--- config.mk ---
export PLATFORM = sky130hd
export DESIGN_NAME = cmds_div
export DESIGN_NICKNAME = d
export VERILOG_FILES = /design/src/hw/rtl/cmds_pkg.sv /design/src/hw/rtl/cmds_div.sv
export SDC_FILE = /design/constraint.sdc
export NUM_CORES = 1
export LEC_CHECK = 0
export ABC_AREA = 1
export BUFFER_PORTS_ARGS = -buffer_cell sky130_fd_sc_hd__buf_2
export CAP_MARGIN = 20
export CELL_PAD_IN_SITES_DETAIL_PLACEMENT = 0
export CELL_PAD_IN_SITES_GLOBAL_PLACEMENT = 1
export CORE_UTILIZATION = 51
export DETAILED_ROUTE_END_ITERATION = 10
export PLACE_DENSITY = 0.89
export REMOVE_ABC_BUFFERS = 1
export SETUP_SLACK_MARGIN = 0.5
export SLEW_MARGIN = 20
export SYNTH_ARGS = -nofsm -noshare
export SYNTH_HDL_FRONTEND = slang
export SYNTH_SLANG_ARGS = --single-unit
--- constraint.sdc ---
create_clock -name clk -period 12.2 [get_ports clk]
set_input_delay 0.61 -clock clk [delete_from_list [all_inputs] [get_ports clk]]
set_output_delay 0.61 -clock clk [all_outputs]
set_load 0.02 [all_outputs]
--- src/hw/rtl/cmds_pkg.sv ---
package cmds_pkg;

  localparam int FaceSize  = 128;
  localparam int NumFaces  = 6;
  localparam int ColW      = 7;
  localparam int AddrW     = 17;
  localparam int Depth     = NumFaces * FaceSize * FaceSize;
  localparam int NumW      = 24;
  localparam int DenW      = 17;
  localparam int QuoW      = 8;
  localparam int DivStages = 4;

  localparam logic CMD_WRITE  = 1'b0;
  localparam logic CMD_LOOKUP = 1'b1;

  localparam logic [2:0] FACE_POSX = 3'd0;
  localparam logic [2:0] FACE_POSY = 3'd1;
  localparam logic [2:0] FACE_POSZ = 3'd2;
  localparam logic [2:0] FACE_NEGX = 3'd3;
  localparam logic [2:0] FACE_NEGY = 3'd4;
  localparam logic [2:0] FACE_NEGZ = 3'd5;

  // Sideband that travels beside the divider stages
  typedef struct packed {
    logic             valid;
    logic             cmd;
    logic             wr_ok;
    logic [AddrW-1:0] wr_addr;
    logic [23:0]      wr_data;
    logic             zero;
    logic [2:0]       face;
  } side_t;

  // One restoring step: try to take den << sh from the remainder
  function automatic logic [NumW:0] div_step(input logic [NumW-1:0] rem,
                                              input logic [DenW-1:0] den,
                                              input logic [2:0] sh);
    logic [NumW:0] shifted;
    logic [NumW:0] diff;
    begin
      shifted = {{(NumW+1-DenW){1'b0}}, den} << sh;
      diff    = {1'b0, rem} - shifted;
      if (diff[NumW]) begin
        div_step = {1'b0, rem};
      end else begin
        div_step = {1'b1, diff[NumW-1:0]};
      end
    end
  endfunction

endpackage

--- src/hw/rtl/cmds_div.sv ---
// Pipelined restoring divider, two quotient bits per stage
module cmds_div (
  input  logic                          clk,
  input  logic                          en,
  input  logic [cmds_pkg::NumW-1:0]     num,
  input  logic [cmds_pkg::DenW-1:0]     den,
  output logic [cmds_pkg::QuoW-1:0]     quo
);

  logic [cmds_pkg::NumW-1:0] rem_q [cmds_pkg::DivStages];
  logic [cmds_pkg::DenW-1:0] den_q [cmds_pkg::DivStages];
  logic [cmds_pkg::QuoW-1:0] quo_q [cmds_pkg::DivStages];

  logic [cmds_pkg::NumW-1:0] rem_in [cmds_pkg::DivStages];
  logic [cmds_pkg::DenW-1:0] den_in [cmds_pkg::DivStages];
  logic [cmds_pkg::QuoW-1:0] quo_in [cmds_pkg::DivStages];

  logic [cmds_pkg::NumW-1:0] rem_next [cmds_pkg::DivStages];
  logic [cmds_pkg::QuoW-1:0] quo_next [cmds_pkg::DivStages];

  // Stage inputs: the operands for the first stage, the previous stage after that
  always_comb begin
    rem_in[0] = num;
    den_in[0] = den;
    quo_in[0] = '0;
    for (int k = 1; k < cmds_pkg::DivStages; k++) begin
      rem_in[k] = rem_q[k-1];
      den_in[k] = den_q[k-1];
      quo_in[k] = quo_q[k-1];
    end
  end

  always_comb begin
    logic [cmds_pkg::QuoW-1:0] q;
    logic [cmds_pkg::NumW:0]   s1;
    logic [cmds_pkg::NumW:0]   s2;
    for (int k = 0; k < cmds_pkg::DivStages; k++) begin
      q  = quo_in[k];
      s1 = cmds_pkg::div_step(rem_in[k], den_in[k], 3'(7 - 2*k));
      s2 = cmds_pkg::div_step(s1[cmds_pkg::NumW-1:0], den_in[k], 3'(6 - 2*k));
      q[7 - 2*k] = s1[cmds_pkg::NumW];
      q[6 - 2*k] = s2[cmds_pkg::NumW];
      rem_next[k] = s2[cmds_pkg::NumW-1:0];
      quo_next[k] = q;
    end
  end

  always_ff @(posedge clk) begin
    if (en) begin
      for (int k = 0; k < cmds_pkg::DivStages; k++) begin
        rem_q[k] <= rem_next[k];
        quo_q[k] <= quo_next[k];
        den_q[k] <= den_in[k];
      end
    end
  end

  assign quo = quo_q[cmds_pkg::DivStages-1];

endmodule

==> flow_metrics.tcl <==
set metrics [dict create \
    totalWireLength_mm 34.6 \
    worst_slew_pin_slew_ns 0.996 \
    start_util 0.523 \
    path_max_fanout 24 \
    synth.most_common_cell "nand2_1" \
    status "finished, final reports clean" \
    crit_family "simple AND/OR/NAND/NOR gates" \
    post-synth-top-area-cell "edfxtp_1" \
    critPathCaptureType "register" \
    yosys-top-cells-count "495 x nand2_1, 235 x inv_1, 143 x edfxtp_1, 135 x ha_1, 126 x nor2_1" \
    yosys_warnings 0 \
    slew_violations 0 \
    syn_inst 1766 \
    antenna_cells 0 \
    ys.flop_type "edfxtp_1" \
    powerDensity_mw_per_mm2 281 \
    gr-usage-all-layers 0.273 \
    cp.arrival_ns 5.43 \
    first_pass_iters 5 \
    first_iter_violations 616 \
    grt_remaining_overflow 0 \
    postCtsSetupRepairBufs 0 \
    dieArea_mm2 0.0266 \
    skew_ns 0.0149 \
    cpPeakStageDelay_ns 0.47 \
    crit_path_start_kind "register" \
    p_leak_uw 0.00674 \
    cts_root_buffer "clkbuf_16" \
    synth_area_per_cell_um2 7.50 \
    crit_type "reg -> reg" \
    fin_crit_sh 0.425 \
    yosysTopAreaCellShare 0.324 \
    drcViolationCount 0 \
    drv_cap 0 \
    p_sw_frac 0.488 \
    htreeDepth 4 \
    yosysUniqueCellTypes 51 \
    crit_chain "inv_1 > ha_1 > nand2_1 > o21ai_1 > nand3_1 > nand3_2 > inv_2 > or2_2 > o21a_1 > fa_1 > nor2_1 > nor2_1 > o21ai_2 > a21oi_1 > o21bai_1 > nand3_1 > nand2_2 > inv_2 > a21oi_1" \
    cts_sinks 143 \
    cts-hold-fix-buffers 0 \
    fin_ws_ns 7.01 \
    crit_required_ns 12.45 \
    multi_input_area_mm2 0.00786 \
    cts_resized 0 \
    max_freq_mhz 193 \
    cts_tree "built" \
    port_buffers 50 \
    slowest_stage "fa_1" \
    nFillCells 2438 \
    yosysSeqAreaShare 0.324 \
    place_hpwl_mm 28.9 \
    place_congestion 0.898 \
    finalNonFillerCells 2160 \
    pwr-share-comb 0.658 \
    clkTransAtPathRegs_ns 0.07 \
    die_h_um 163 \
    finalSetupViolCount 0 \
    dr_total_vias 11600 \
    grt_max_degree 75 \
    seq_power_share 0.211 \
    netlist_area_mm2 0.0132 \
    coreArea_mm2 0.0253 \
    period_minus_slack_ns 5.19 \
    grt_pass1_wl_mm 56.5 \
    cts_buffer_depth 2 \
    p_switching_uw 1970 \
    relSlewSlack 0.336 \
    num_io_pins 51 \
    synth_area_leaders "edfxtp_1 32%, nand2_1 14%, ha_1 13%" \
    finalHoldViolations 0 \
    rsz0062_at_grt "false" \
    numCtsBuffers 17 \
    area_delta_synth_final_pct 8.31 \
    holdCritPathClass "in -> reg" \
    grt_pass1_vias 11600 \
    p_int_uw 2060 \
    synth_edf_count 143 \
    synthArstFlopShare 0 \
    nets 2002 \
    clkPwrFrac 0.131 \
    viasPerCell 5.36 \
    rows 58 \
    ant_nets 0 \
    antenna_found_initial 0 \
    cp_num_buf_inv 3 \
    setup_tns_ns 0 \
    dp_cells 2128 \
    drive_gt1_frac 0.0776 \
    ys_seq_elements 143 \
    ir_drop_uv 112 \
    dp_worst_setup_slack_ns 6.79 \
    die_w_um 163 \
    clock_latency_ns 0.44 \
    seq_area_mm2 0.00429 \
    routedWlPerCell_um 16.0 \
]
-- state kept, by name, summed over array words and instances (netlist names) --
signal	flops
den_q	51
rem_q	72
quo_q	20
-- worst register-to-register path, cell delays in order, from the launching register on --
cell and delay [ns]:
edfxtp_1 0.46, inv_1 0.12, ha_1 0.29, nand2_1 0.10, o21ai_1 0.40, nand3_1 0.15
nand3_2 0.32, inv_2 0.27, or2_2 0.34, o21a_1 0.14, fa_1 0.47, nor2_1 0.14
nor2_1 0.09, o21ai_2 0.22, a21oi_1 0.16, o21bai_1 0.26, nand3_1 0.13, nand2_2 0.39
inv_2 0.27, a21oi_1 0.28
-- metal layers --
layer	wire [um]	global-route usage	up-vias
met5	0	0	-
met4	1250	0.118	0
met3	825	0.0297	63
met2	18100	0.522	195
met1	14400	0.301	5308
li1	-	-	6011
-- cells in the final DEF (no fill, tap or decap), types with 7 or more instances in the layout --
master / Yosys / routed
nand2_1: 495 / 495
inv_1: 235 / 235
edfxtp_1: 143 / 143
ha_1: 135 / 135
nor2_1: 126 / 126
a21oi_1: 124 / 124
o21ai_0: 115 / 115
nand3_1: 105 / 105
xor2_1: 49 / 49
buf_2: 8 / 49
xnor2_1: 43 / 43
nand4_1: 29 / 29
o21ai_2: 17 / 17
clkbuf_16: 0 / 17
a31oi_1: 11 / 11
nor3_1: 11 / 11
o21bai_1: 10 / 10
o21a_1: 9 / 9
nand3b_1: 9 / 9
nand2_2: 8 / 8
o21ai_1: 7 / 7
inv_6: 1 / 7
fa_1: 7 / 7
-- area by class of cell --
class / instances / share of cell area
clock buffers: 17 / 0.0297
clock inverters: 15 / 0.0104
inverters: 242 / 0.0637
multi-input cells: 1360 / 0.548
flip-flops and latches: 143 / 0.300
well taps: 330 / 0.0288
repair buffers: 53 / 0.0195
-- cell families after synthesis --
kind of cell	share of synthesized area
flip-flops	0.324
AO/OA/AOI/OAI	0.135
AND/OR/NAND/NOR	0.260
buffers and inverters	0.0816
XOR/XNOR	0.0609
adder cells (fa/ha/maj)	0.138
-- per-stage QoR --
stage | cell area [um^2] | hold slack, ns | util | power, uW
floorplan | 13100 | 0.400 | - | 2900
global placement | 13800 | 0.400 | 0.543 | 3450
detailed placement | 13800 | 0.405 | 0.543 | 3490
CTS | 14300 | 0.337 | 0.566 | 4020
global route | 14300 | 0.334 | 0.566 | 4410
finish | 14300 | 0.341 | 0.566 | 4030
-- power groups by stage --
stage	sequential, uW	clock [uW]	combinational [uW]
final	851	526	2650
after global routing	862	548	3000
after CTS	850	527	2640
after detailed placement	860	0	2630
after global placement	857	0	2600
after floorplan	827	0	2080
-- path summary, 6_finish.rpt --
path,startpoint,to,slack (ns),cells past startpoint
max,den_q[0][1]$_DFFE_PP_,rem_q[1][21]$_DFFE_PP_,7.01,19
min,num[0],rem_q[0][0]$_DFFE_PP_,0.34,1
max reg2reg,den_q[0][1]$_DFFE_PP_,rem_q[1][21]$_DFFE_PP_,7.01,19
min reg2reg,rem_q[1][0]$_DFFE_PP_,rem_q[2][0]$_DFFE_PP_,0.42,0
Note: power is estimated with default switching activity, not from simulation.
